**src/hdl/bup_pkg.sv**
```systemverilog
`default_nettype none

package bup_pkg;

	// Result kinds.
	localparam logic [1:0] KIND_WITHDRAWN = 2'd0;
	localparam logic [1:0] KIND_ANNOUNCED = 2'd1;
	localparam logic [1:0] KIND_DONE      = 2'd2;
	localparam logic [1:0] KIND_ERROR     = 2'd3;

	// Error codes.
	localparam logic [2:0] ERR_NONE       = 3'd0;
	localparam logic [2:0] ERR_SHORT      = 3'd1;
	localparam logic [2:0] ERR_WDR_OVFL   = 3'd2;
	localparam logic [2:0] ERR_PLEN_BIG   = 3'd3;
	localparam logic [2:0] ERR_PFX_OVRRUN = 3'd4;
	localparam logic [2:0] ERR_ATTR_OVFL  = 3'd5;

	// Limits of the message layout.
	localparam logic [7:0]  MAX_PREFIX_BITS = 8'd32;
	localparam logic [15:0] MIN_BODY_BYTES  = 16'd4;

	// One result word.
	typedef struct packed {
		logic [1:0]  kind;
		logic [31:0] addr;
		logic [5:0]  len;
		logic [2:0]  err;
	} result_t;

	// Everything one input byte produces: one result, or two when two is set.
	typedef struct packed {
		logic    two;
		result_t r0;
		result_t r1;
	} entry_t;

	function automatic result_t mk_result(input logic [1:0] kind, input logic [31:0] addr,
		input logic [5:0] len, input logic [2:0] err);
		result_t r;
		r.kind = kind;
		r.addr = addr;
		r.len  = len;
		r.err  = err;
		return r;
	endfunction

endpackage

`default_nettype wire

```
**src/hdl/bup_in_if.sv**
```systemverilog
`default_nettype none

interface bup_in_if;
	logic        valid;
	logic        ready;
	logic [7:0]  data_byte;
	logic        start_of_message;
	logic [15:0] message_length;

	modport source (output valid, data_byte, start_of_message, message_length, input ready);
	modport sink (input valid, data_byte, start_of_message, message_length, output ready);
endinterface

`default_nettype wire

```
**src/hdl/bup_out_if.sv**
```systemverilog
`default_nettype none

interface bup_out_if;
	logic        valid;
	logic        ready;
	logic [1:0]  item_kind;
	logic [31:0] prefix_address;
	logic [5:0]  prefix_length;
	logic [2:0]  error_code;
	logic        end_of_results;

	modport source (output valid, item_kind, prefix_address, prefix_length, error_code,
		end_of_results, input ready);
	modport sink (input valid, item_kind, prefix_address, prefix_length, error_code,
		end_of_results, output ready);
endinterface

`default_nettype wire

```
**src/hdl/bup_front.sv**
```systemverilog
`default_nettype none

module bup_front
	import bup_pkg::*;
(
	input  wire     clk,
	input  wire     arst_n,
	bup_in_if.sink  bytes_in,
	input  wire     q_full,
	output logic    q_push,
	output entry_t  q_entry
);

	typedef enum logic [3:0] {
		PH_IDLE, PH_WLEN_LO, PH_W_PLEN, PH_W_ADDR, PH_ALEN_HI,
		PH_ALEN_LO, PH_ATTR, PH_N_PLEN, PH_N_ADDR
	} phase_t;

	phase_t      phase_q, phase_n;
	logic [15:0] body_left_q, body_left_n;
	logic [15:0] sect_left_q, sect_left_n;
	logic [7:0]  hi_byte_q, hi_byte_n;
	logic [31:0] acc_q, acc_n;
	logic [5:0]  plen_q, plen_n;
	logic [2:0]  pbytes_q, pbytes_n;

	logic        accept;
	logic [7:0]  b;
	logic [15:0] bl;
	logic [15:0] sl;
	logic [15:0] len16;
	logic [8:0]  nb_wide;
	logic [2:0]  nb;
	logic [15:0] room;
	logic [6:0]  total_wide;
	logic [1:0]  slot;
	logic [31:0] acc_add;
	logic [2:0]  pbytes_dec;
	logic [1:0]  n_res;
	result_t     r0, r1;

	// A byte is taken whenever the queue has a free slot.
	assign bytes_in.ready = !q_full;
	assign accept         = bytes_in.valid && !q_full;
	assign b              = bytes_in.data_byte;

	// Shared field arithmetic for the current byte.
	assign bl         = body_left_q - 16'd1;
	assign sl         = sect_left_q - 16'd1;
	assign len16      = {hi_byte_q, b};
	assign nb_wide    = ({1'b0, b} + 9'd7) >> 3;
	assign nb         = nb_wide[2:0];
	assign room       = (phase_q == PH_W_PLEN) ? sl : bl;
	assign total_wide = ({1'b0, plen_q} + 7'd7) >> 3;
	assign slot       = total_wide[1:0] - pbytes_q[1:0];
	assign pbytes_dec = pbytes_q - 3'd1;

	// Place an address byte, most significant first.
	always_comb begin
		unique case (slot)
			2'd0: acc_add = {b, 24'd0};
			2'd1: acc_add = {8'd0, b, 16'd0};
			2'd2: acc_add = {16'd0, b, 8'd0};
			default: acc_add = {24'd0, b};
		endcase
	end

	// Parser step: next state and the results of this byte.
	always_comb begin
		phase_n     = phase_q;
		body_left_n = body_left_q;
		sect_left_n = sect_left_q;
		hi_byte_n   = hi_byte_q;
		acc_n       = acc_q;
		plen_n      = plen_q;
		pbytes_n    = pbytes_q;
		n_res       = 2'd0;
		r0          = mk_result(KIND_ERROR, 32'd0, 6'd0, ERR_SHORT);
		r1          = mk_result(KIND_ERROR, 32'd0, 6'd0, ERR_SHORT);

		if (bytes_in.start_of_message) begin
			// A new body abandons any unfinished one; both errors are short body.
			n_res = {1'b0, phase_q != PH_IDLE};
			if (bytes_in.message_length < MIN_BODY_BYTES) begin
				n_res   = n_res + 2'd1;
				phase_n = PH_IDLE;
			end else begin
				body_left_n = bytes_in.message_length - 16'd1;
				hi_byte_n   = b;
				phase_n     = PH_WLEN_LO;
			end
		end else if (phase_q != PH_IDLE) begin
			body_left_n = bl;
			unique case (phase_q)
				PH_WLEN_LO: begin
					if ({1'b0, len16} + 17'd2 > {1'b0, bl}) begin
						r0      = mk_result(KIND_ERROR, 32'd0, 6'd0, ERR_WDR_OVFL);
						n_res   = 2'd1;
						phase_n = PH_IDLE;
					end else begin
						sect_left_n = len16;
						phase_n     = (len16 != 16'd0) ? PH_W_PLEN : PH_ALEN_HI;
					end
				end
				PH_W_PLEN, PH_N_PLEN: begin
					if (phase_q == PH_W_PLEN) begin
						sect_left_n = sl;
					end
					if (b > MAX_PREFIX_BITS) begin
						r0      = mk_result(KIND_ERROR, 32'd0, 6'd0, ERR_PLEN_BIG);
						n_res   = 2'd1;
						phase_n = PH_IDLE;
					end else if ({13'd0, nb} > room) begin
						r0      = mk_result(KIND_ERROR, 32'd0, 6'd0, ERR_PFX_OVRRUN);
						n_res   = 2'd1;
						phase_n = PH_IDLE;
					end else if (nb == 3'd0) begin
						// Zero-length prefix is reported right away.
						n_res = 2'd1;
						if (phase_q == PH_W_PLEN) begin
							r0      = mk_result(KIND_WITHDRAWN, 32'd0, 6'd0, ERR_NONE);
							phase_n = (sl == 16'd0) ? PH_ALEN_HI : PH_W_PLEN;
						end else begin
							r0 = mk_result(KIND_ANNOUNCED, 32'd0, 6'd0, ERR_NONE);
							if (bl == 16'd0) begin
								r1      = mk_result(KIND_DONE, 32'd0, 6'd0, ERR_NONE);
								n_res   = 2'd2;
								phase_n = PH_IDLE;
							end
						end
					end else begin
						plen_n   = b[5:0];
						pbytes_n = nb;
						acc_n    = 32'd0;
						phase_n  = (phase_q == PH_W_PLEN) ? PH_W_ADDR : PH_N_ADDR;
					end
				end
				PH_W_ADDR, PH_N_ADDR: begin
					acc_n    = acc_q | acc_add;
					pbytes_n = pbytes_dec;
					if (phase_q == PH_W_ADDR) begin
						sect_left_n = sl;
					end
					if (pbytes_dec == 3'd0) begin
						n_res = 2'd1;
						if (phase_q == PH_W_ADDR) begin
							r0      = mk_result(KIND_WITHDRAWN, acc_q | acc_add, plen_q, ERR_NONE);
							phase_n = (sl != 16'd0) ? PH_W_PLEN : PH_ALEN_HI;
						end else begin
							r0      = mk_result(KIND_ANNOUNCED, acc_q | acc_add, plen_q, ERR_NONE);
							phase_n = PH_N_PLEN;
							if (bl == 16'd0) begin
								r1      = mk_result(KIND_DONE, 32'd0, 6'd0, ERR_NONE);
								n_res   = 2'd2;
								phase_n = PH_IDLE;
							end
						end
					end
				end
				PH_ALEN_HI: begin
					hi_byte_n = b;
					phase_n   = PH_ALEN_LO;
				end
				PH_ALEN_LO: begin
					if (len16 > bl) begin
						r0      = mk_result(KIND_ERROR, 32'd0, 6'd0, ERR_ATTR_OVFL);
						n_res   = 2'd1;
						phase_n = PH_IDLE;
					end else begin
						sect_left_n = len16;
						if (len16 != 16'd0) begin
							phase_n = PH_ATTR;
						end else if (bl == 16'd0) begin
							r0      = mk_result(KIND_DONE, 32'd0, 6'd0, ERR_NONE);
							n_res   = 2'd1;
							phase_n = PH_IDLE;
						end else begin
							phase_n = PH_N_PLEN;
						end
					end
				end
				PH_ATTR: begin
					sect_left_n = sl;
					if (sl == 16'd0) begin
						if (bl == 16'd0) begin
							r0      = mk_result(KIND_DONE, 32'd0, 6'd0, ERR_NONE);
							n_res   = 2'd1;
							phase_n = PH_IDLE;
						end else begin
							phase_n = PH_N_PLEN;
						end
					end
				end
				default: begin
					phase_n = PH_IDLE;
				end
			endcase
		end
	end

	// The results of a byte go to the queue as one entry.
	assign q_push      = accept && (n_res != 2'd0);
	assign q_entry.two = n_res[1];
	assign q_entry.r0  = r0;
	assign q_entry.r1  = r1;

	// Parser state.
	always_ff @(posedge clk or negedge arst_n) begin
		if (!arst_n) begin
			phase_q     <= PH_IDLE;
			body_left_q <= 16'd0;
			sect_left_q <= 16'd0;
			hi_byte_q   <= 8'd0;
			acc_q       <= 32'd0;
			plen_q      <= 6'd0;
			pbytes_q    <= 3'd0;
		end else if (accept) begin
			phase_q     <= phase_n;
			body_left_q <= body_left_n;
			sect_left_q <= sect_left_n;
			hi_byte_q   <= hi_byte_n;
			acc_q       <= acc_n;
			plen_q      <= plen_n;
			pbytes_q    <= pbytes_n;
		end
	end

endmodule

`default_nettype wire

```
**src/hdl/bup_queue.sv**
```systemverilog
`default_nettype none

module bup_queue
	import bup_pkg::*;
#(
	parameter int DEPTH = 4
) (
	input  wire    clk,
	input  wire    arst_n,
	input  wire    push,
	input  entry_t push_entry,
	input  wire    pop,
	output logic   full,
	output logic   nonempty,
	output entry_t head
);

	localparam int PW = (DEPTH > 1) ? $clog2(DEPTH) : 1;
	localparam int CW = $clog2(DEPTH + 1);

	entry_t          slots_q [DEPTH];
	logic [PW-1:0]   wr_ptr_q, rd_ptr_q;
	logic [CW-1:0]   count_q;
	logic            do_push, do_pop;

	assign full     = (count_q == CW'(DEPTH));
	assign nonempty = (count_q != '0);
	assign head     = slots_q[rd_ptr_q];
	assign do_push  = push && !full;
	assign do_pop   = pop && nonempty;

	// Entry storage.
	always_ff @(posedge clk) begin
		if (do_push) begin
			slots_q[wr_ptr_q] <= push_entry;
		end
	end

	// Pointers and fill count.
	always_ff @(posedge clk or negedge arst_n) begin
		if (!arst_n) begin
			wr_ptr_q <= '0;
			rd_ptr_q <= '0;
			count_q  <= '0;
		end else begin
			if (do_push) begin
				wr_ptr_q <= (wr_ptr_q == PW'(DEPTH - 1)) ? '0 : wr_ptr_q + PW'(1);
			end
			if (do_pop) begin
				rd_ptr_q <= (rd_ptr_q == PW'(DEPTH - 1)) ? '0 : rd_ptr_q + PW'(1);
			end
			if (do_push && !do_pop) begin
				count_q <= count_q + CW'(1);
			end else if (do_pop && !do_push) begin
				count_q <= count_q - CW'(1);
			end
		end
	end

endmodule

`default_nettype wire

```
**src/hdl/bup_back.sv**
```systemverilog
`default_nettype none

module bup_back
	import bup_pkg::*;
(
	input  wire        clk,
	input  wire        arst_n,
	input  wire        q_nonempty,
	input  entry_t     q_head,
	output logic       q_pop,
	bup_out_if.source  results_out
);

	entry_t  hold_q;
	logic    hold_v_q;
	logic    second_q;
	result_t cur;
	logic    last;
	logic    fire;
	logic    advance;

	// The held entry is shown one word at a time.
	assign cur     = second_q ? hold_q.r1 : hold_q.r0;
	assign last    = second_q || !hold_q.two;
	assign fire    = hold_v_q && results_out.ready;
	assign advance = !hold_v_q || (fire && last);
	assign q_pop   = advance && q_nonempty;

	assign results_out.valid          = hold_v_q;
	assign results_out.item_kind      = cur.kind;
	assign results_out.prefix_address = cur.addr;
	assign results_out.prefix_length  = cur.len;
	assign results_out.error_code     = cur.err;
	assign results_out.end_of_results = last;

	// Output register, refilled from the queue as words are taken.
	always_ff @(posedge clk or negedge arst_n) begin
		if (!arst_n) begin
			hold_v_q <= 1'b0;
			second_q <= 1'b0;
			hold_q   <= '0;
		end else if (fire && !last) begin
			second_q <= 1'b1;
		end else if (advance) begin
			hold_v_q <= q_nonempty;
			second_q <= 1'b0;
			if (q_nonempty) begin
				hold_q <= q_head;
			end
		end
	end

endmodule

`default_nettype wire

```
**src/hdl/bgp_update_route_list_parser_top.sv**
```systemverilog
// Update message body parser.
// bytes_in carries one body byte per word, with start_of_message set on the
// first byte of a body and message_length valid on that byte. results_out
// carries withdrawn and announced prefixes, a done word at the end of a good
// body, and an error word when parsing stops; end_of_results marks the last
// word that a given input byte caused.
// The front parser takes one byte per cycle while the queue is not full and
// writes the words it causes as one entry into a small queue (QUEUE_DEPTH
// entries). The back stage drains the queue through an output register, one
// word per cycle while results_out.ready is high. A word is written into the
// queue at the edge at which its byte is taken, then loaded into the output
// register once that is free. A byte causing two words holds the back stage
// for both in turn; the queue absorbs this.
// When results_out stalls, the queue fills and bytes_in.ready drops once it
// holds QUEUE_DEPTH entries; no word is lost.
// Reset clears the parser to idle and empties the queue and output register;
// bytes before the next start are ignored.
`default_nettype none

module bgp_update_route_list_parser_top
	import bup_pkg::*;
#(
	parameter int QUEUE_DEPTH = 4
) (
	input  wire        clk,
	input  wire        arst_n,
	bup_in_if.sink     bytes_in,
	bup_out_if.source  results_out
);

	logic   q_full;
	logic   q_push;
	logic   q_pop;
	logic   q_nonempty;
	entry_t q_entry;
	entry_t q_head;

	bup_front u_front (
		.clk      (clk),
		.arst_n   (arst_n),
		.bytes_in (bytes_in),
		.q_full   (q_full),
		.q_push   (q_push),
		.q_entry  (q_entry)
	);

	bup_queue #(
		.DEPTH (QUEUE_DEPTH)
	) u_queue (
		.clk        (clk),
		.arst_n     (arst_n),
		.push       (q_push),
		.push_entry (q_entry),
		.pop        (q_pop),
		.full       (q_full),
		.nonempty   (q_nonempty),
		.head       (q_head)
	);

	bup_back u_back (
		.clk         (clk),
		.arst_n      (arst_n),
		.q_nonempty  (q_nonempty),
		.q_head      (q_head),
		.q_pop       (q_pop),
		.results_out (results_out)
	);

	// The parser never writes into a full queue.
	a_no_overflow: assert property (@(posedge clk) disable iff (!arst_n)
		q_push |-> !q_full)
		else $error("queue written while full");

	// The back stage only pops what is there.
	a_pop_nonempty: assert property (@(posedge clk) disable iff (!arst_n)
		q_pop |-> q_nonempty)
		else $error("pop from empty queue");

	// Only a short-body error can be followed by another word of the same byte.
	a_error_last: assert property (@(posedge clk) disable iff (!arst_n)
		(results_out.valid && results_out.item_kind == KIND_ERROR
			&& results_out.error_code != ERR_SHORT) |-> results_out.end_of_results)
		else $error("error word not last of its byte");

	// A done word always closes the words of its byte, and carries no error.
	a_done_last: assert property (@(posedge clk) disable iff (!arst_n)
		(results_out.valid && results_out.item_kind == KIND_DONE)
			|-> (results_out.end_of_results && results_out.error_code == ERR_NONE))
		else $error("done word malformed");

endmodule

`default_nettype wire

```
**src/flat_wrapper.sv**
```systemverilog
// flat-port wrapper written by rule: the top's interface ports become plain ports
module bgp_update_route_list_parser_top_flat import bup_pkg::*;
#(
	parameter int QUEUE_DEPTH = 4
)
  (clk, arst_n, bytes_in_valid, bytes_in_data_byte, bytes_in_start_of_message, bytes_in_message_length, bytes_in_ready, results_out_valid, results_out_item_kind, results_out_prefix_address, results_out_prefix_length, results_out_error_code, results_out_end_of_results, results_out_ready);
  bup_in_if bytes_in_i ();
  bup_out_if results_out_i ();
  input  wire clk;
  input  wire arst_n;
  input wire logic [$bits(bytes_in_i.valid)-1:0] bytes_in_valid;
  input wire logic [$bits(bytes_in_i.data_byte)-1:0] bytes_in_data_byte;
  input wire logic [$bits(bytes_in_i.start_of_message)-1:0] bytes_in_start_of_message;
  input wire logic [$bits(bytes_in_i.message_length)-1:0] bytes_in_message_length;
  output wire logic [$bits(bytes_in_i.ready)-1:0] bytes_in_ready;
  output wire logic [$bits(results_out_i.valid)-1:0] results_out_valid;
  output wire logic [$bits(results_out_i.item_kind)-1:0] results_out_item_kind;
  output wire logic [$bits(results_out_i.prefix_address)-1:0] results_out_prefix_address;
  output wire logic [$bits(results_out_i.prefix_length)-1:0] results_out_prefix_length;
  output wire logic [$bits(results_out_i.error_code)-1:0] results_out_error_code;
  output wire logic [$bits(results_out_i.end_of_results)-1:0] results_out_end_of_results;
  input wire logic [$bits(results_out_i.ready)-1:0] results_out_ready;
  assign bytes_in_i.valid = bytes_in_valid;
  assign bytes_in_i.data_byte = bytes_in_data_byte;
  assign bytes_in_i.start_of_message = bytes_in_start_of_message;
  assign bytes_in_i.message_length = bytes_in_message_length;
  assign bytes_in_ready = bytes_in_i.ready;
  assign results_out_valid = results_out_i.valid;
  assign results_out_item_kind = results_out_i.item_kind;
  assign results_out_prefix_address = results_out_i.prefix_address;
  assign results_out_prefix_length = results_out_i.prefix_length;
  assign results_out_error_code = results_out_i.error_code;
  assign results_out_end_of_results = results_out_i.end_of_results;
  assign results_out_i.ready = results_out_ready;
  bgp_update_route_list_parser_top #(.QUEUE_DEPTH(QUEUE_DEPTH)) u_core (.clk(clk), .arst_n(arst_n), .bytes_in(bytes_in_i), .results_out(results_out_i));
endmodule
```
**config.mk**
```make
export PLATFORM = sky130hd
export DESIGN_NAME = bgp_update_route_list_parser_top_flat
export DESIGN_NICKNAME = d
export VERILOG_FILES = /design/src/hdl/bup_pkg.sv /design/src/hdl/bup_in_if.sv /design/src/hdl/bup_out_if.sv /design/src/hdl/bup_front.sv /design/src/hdl/bup_queue.sv /design/src/hdl/bup_back.sv /design/src/hdl/bgp_update_route_list_parser_top.sv /design/src/flat_wrapper.sv
export SDC_FILE = /design/constraint.sdc
export NUM_CORES = 1
export LEC_CHECK = 0
export ABC_AREA = 1
export CAP_MARGIN = 20
export CORE_UTILIZATION = 40
export DETAILED_ROUTE_END_ITERATION = 10
export DONT_BUFFER_PORTS = 1
export GPL_TIMING_DRIVEN = 0
export SLEW_MARGIN = 20
export SYNTH_ARGS = -nofsm -noshare
export SYNTH_HDL_FRONTEND = slang
export SYNTH_SLANG_ARGS = --single-unit
```
**constraint.sdc**
```tcl
create_clock -name clk -period 5.1 [get_ports clk]
set_input_delay 0.51 -clock clk [delete_from_list [all_inputs] [get_ports clk]]
set_output_delay 0.51 -clock clk [all_outputs]
set_load 0.01 [all_outputs]
```
==> metrics.txt <==
CTS Root Cell clkbuf_16; final antenna-violating net count 0; Post-CTS Repair Setup Buffers 0; ys flop type edfxtp_1; synthesized area per cell 8.64 sq um; layout cells sized above 1 7.86%; drt first pass iters 8; final max-slew violation count 0; CTS Buffer Depth 3; # Max-Cap Violations 0; vias in the first global route 13000; share of flip-flops with an asynchronous set or reset 43.8%; WP data arrival 4.84 ns; Max Fclk 0.218 GHz; worst slew pin tran 0.981 ns; Filler cells 4015; met1 usage 27.9%; DRC errors left 16; sequential share of the synthesized area 53.4%; grt met2 use 37.0%; final setup violation count 0; Resized Gates After CTS 0; IO Port Bufs 0; initial antenna violation count 0; first-pass GRT wire length 71800 microns; VDD IR max 0.242 mV; clock transition at the registers of the reported paths 0.06 ns; Die Height 206 microns; detailed-route wire length 45400 microns; GR Overflow Total 0; Synth Warn # 0; # IOs 75; pin count of the biggest net entering global routing 141; most common cell after layout, fill and taps aside nand2_1; crit path launch type flip-flop; Die Area 42600 sq um; antenna diode count 0; Post-Syn Instances 1932; total CTS buffers 37; Clock Skew 0.0265 ns; WL/cell 17.9 microns; failing checks design-rule violations; dpl cells 2472; Finished Layout Cells 2541; Max transition margin 34.2%; DP Wirelength 33300 microns; synthesized net count 2010; Area contributors post-synth edfxtp_1, dfrtp_1, nand2_1; clock latency on the worst-skew pair 0.56 ns; Via Count 13300; Area Growth Syn to Fin 12.4%; num rows 74; Pleak 7.77 nW; Synth area leader edfxtp_1; GP Congestion 0.903; CTS tree yes; distinct cell type count after synthesis 47; Hold WS 0.109 ns; global routing's busiest layer met2; Max stage delay on crit path 0.46 ns; nets@finish 2059; most common cell type on the critical path nand2_1; met3 Usage GRT 4.04%; Synth top area share 32.4%; Yosys reg bits 320; initial DRC count 988; Reg area 8910 sq um; multi-input logic area 6690 sq um; slowest stage cell, crit path nor2_4; Pwr Total 11.1 mW; Hold Vio Cnt, Final 0; Crit. End Element flip-flop; Via-to-Cell Ratio 5.22; maximum fanout along the worst path 18; Tmin final 4.59 ns; RSZ-0062 raised after global routing no; H-tree depth 2; WS Path Type flip-flop to flip-flop; total negative slack 0 ns; Cell Pwr Density 591 nW/um^2; Die W 206 microns; Tcrit/Tclk final 90.0%; Tot GR Track Use 22.0%; Hold/Removal Path Class input port to flip-flop; highest-count cells in the layout ignoring fill and taps nand2_1, nor2_1, o21ai_0; outcome complete, but fails checks; Syn Std Cell Area 16700 sq um; Critical Path RT 5.35 ns; number of enable flip-flop cells after synthesis 180; Initial Util 40.7%; Clock Sinks 320; Core Region 41000 sq um
## kinds of logic after synthesis
group,share of synthesized area [%]
simple gates,21.8
fa+ha+maj,3.72
flops,53.4
buf+inv,6.68
xor+xnor,1.47
compound gates,12.9
## sequential cells by signal, summed over array words and instances (netlist names)
name and cells:
u_core.u_back.results_out.valid 1, u_core.u_back.hold_q 46, u_core.u_queue.wr_ptr_q 2, u_core.u_back.second_q 1
u_core.u_front.body_left_q 16, u_core.u_queue.count_q 3, u_core.u_front.pbytes_q 3, u_core.u_front.sect_left_q 16
u_core.u_queue.rd_ptr_q 2, u_core.u_front.plen_q 6, u_core.u_front.phase_q 4, u_core.u_front.acc_q 32
u_core.u_front.hi_byte_q 8, u_core.u_queue.slots_q 180
## per-layer routing
| layer | routed length, microns | share of wire, % |
|---|---|---|
| met1 | 19900 | 44 |
| met2 | 21600 | 48 |
| met3 | 2480 | 5.5 |
| met5 | 0 | 0 |
| met4 | 1380 | 3.0 |
## area by class of cell
cell class / count / share of cell area, %
repair buffers: 10 / 1.21
well taps: 532 / 3.55
clock inverters: 20 / 0.853
multi-input cells: 1333 / 35.6
flip-flops and latches: 320 / 47.4
plain buffers: 73 / 1.83
inverters: 206 / 4.12
clock buffers: 47 / 5.35
## final timing paths
check,slack [ns],endpoint,cells after the start,startpoint
max in group asynchronous,3.88,u_core.u_back.hold_q[72]$_DFFE_PN0P_,2,arst_n
min in group asynchronous,0.63,u_core.u_back.second_q$_DFFE_PN0P_,2,arst_n
hold reg to reg,0.48,u_core.u_back.hold_q[42]$_DFFE_PN0P_,1,u_core.u_back.hold_q[42]$_DFFE_PN0P_
hold / removal,0.11,u_core.u_back.second_q$_DFFE_PN0P_,2,results_out_ready
setup / recovery,0.51,u_core.u_queue.slots_q[0][72]$_DFFE_PP_,29,u_core.u_front.body_left_q[0]$_DFFE_PN0P_
setup reg to reg,0.51,u_core.u_queue.slots_q[0][72]$_DFFE_PP_,29,u_core.u_front.body_left_q[0]$_DFFE_PN0P_
## metrics by stage
step / area, sq um / utilization (%) / worst slack [ns]
6_report: 18800 / 45.8 / 0.510
5_1_grt: 18800 / 45.8 / 0.0115
4_1_cts: 18800 / 45.8 / 0.397
3_5_place_dp: 17600 / 42.8 / 0.413
3_3_place_gp: 17400 / 42.3 / -0.823
2_1_floorplan: 16700 / - / 0.910
## where the power goes
group | internal (mW) | total [mW] | switching [mW] | leakage [nW]
clock | 1.46 | 2.55 | 1.09 | 0.576
sequential | 3.35 | 3.67 | 0.326 | 3.48
combinational | 1.45 | 4.87 | 3.42 | 3.71
total | 6.26 | 11.1 | 4.83 | 7.77
## critical path, delay by kind of cell, from the launching register on
family,cells,cell delay (ns)
AOI/OAI and AO/OA,1,0.06
adders and majority gates,2,0.51
buffers and inverters,3,0.74
DFF,1,0.40
and+or+nand+nor,23,2.55
## Yosys cell counts, types with 2 or more instances
master	instances
nand2_1	361
nor2_1	322
o21ai_0	241
inv_1	191
edfxtp_1	180
dfrtp_1	140
nand3_1	62
clkbuf_1	54
ha_1	48
o21ai_1	47
o22ai_1	46
a21oi_1	23
o211ai_1	22
nand2_2	21
xor2_1	21
nand4_1	20
nor2_2	18
nor3_1	18
inv_2	10
nor2_4	7
xnor2_1	7
buf_2	6
buf_6	6
nor4_1	6
a31oi_1	5
clkinv_1	5
nand3_2	5
buf_4	4
nand2_4	4
nor3_2	4
nand3b_1	3
or2_2	3
a21oi_2	2
a22oi_1	2
and2_1	2
buf_1	2
o21a_1	2
o21ai_2	2
o21bai_1	2
## timing repair
action,CTS,global route
hold endpoints to repair,140,0
hold buffers,2,0
setup endpoints to repair,0,0
(Power assumes the default switching activity.)
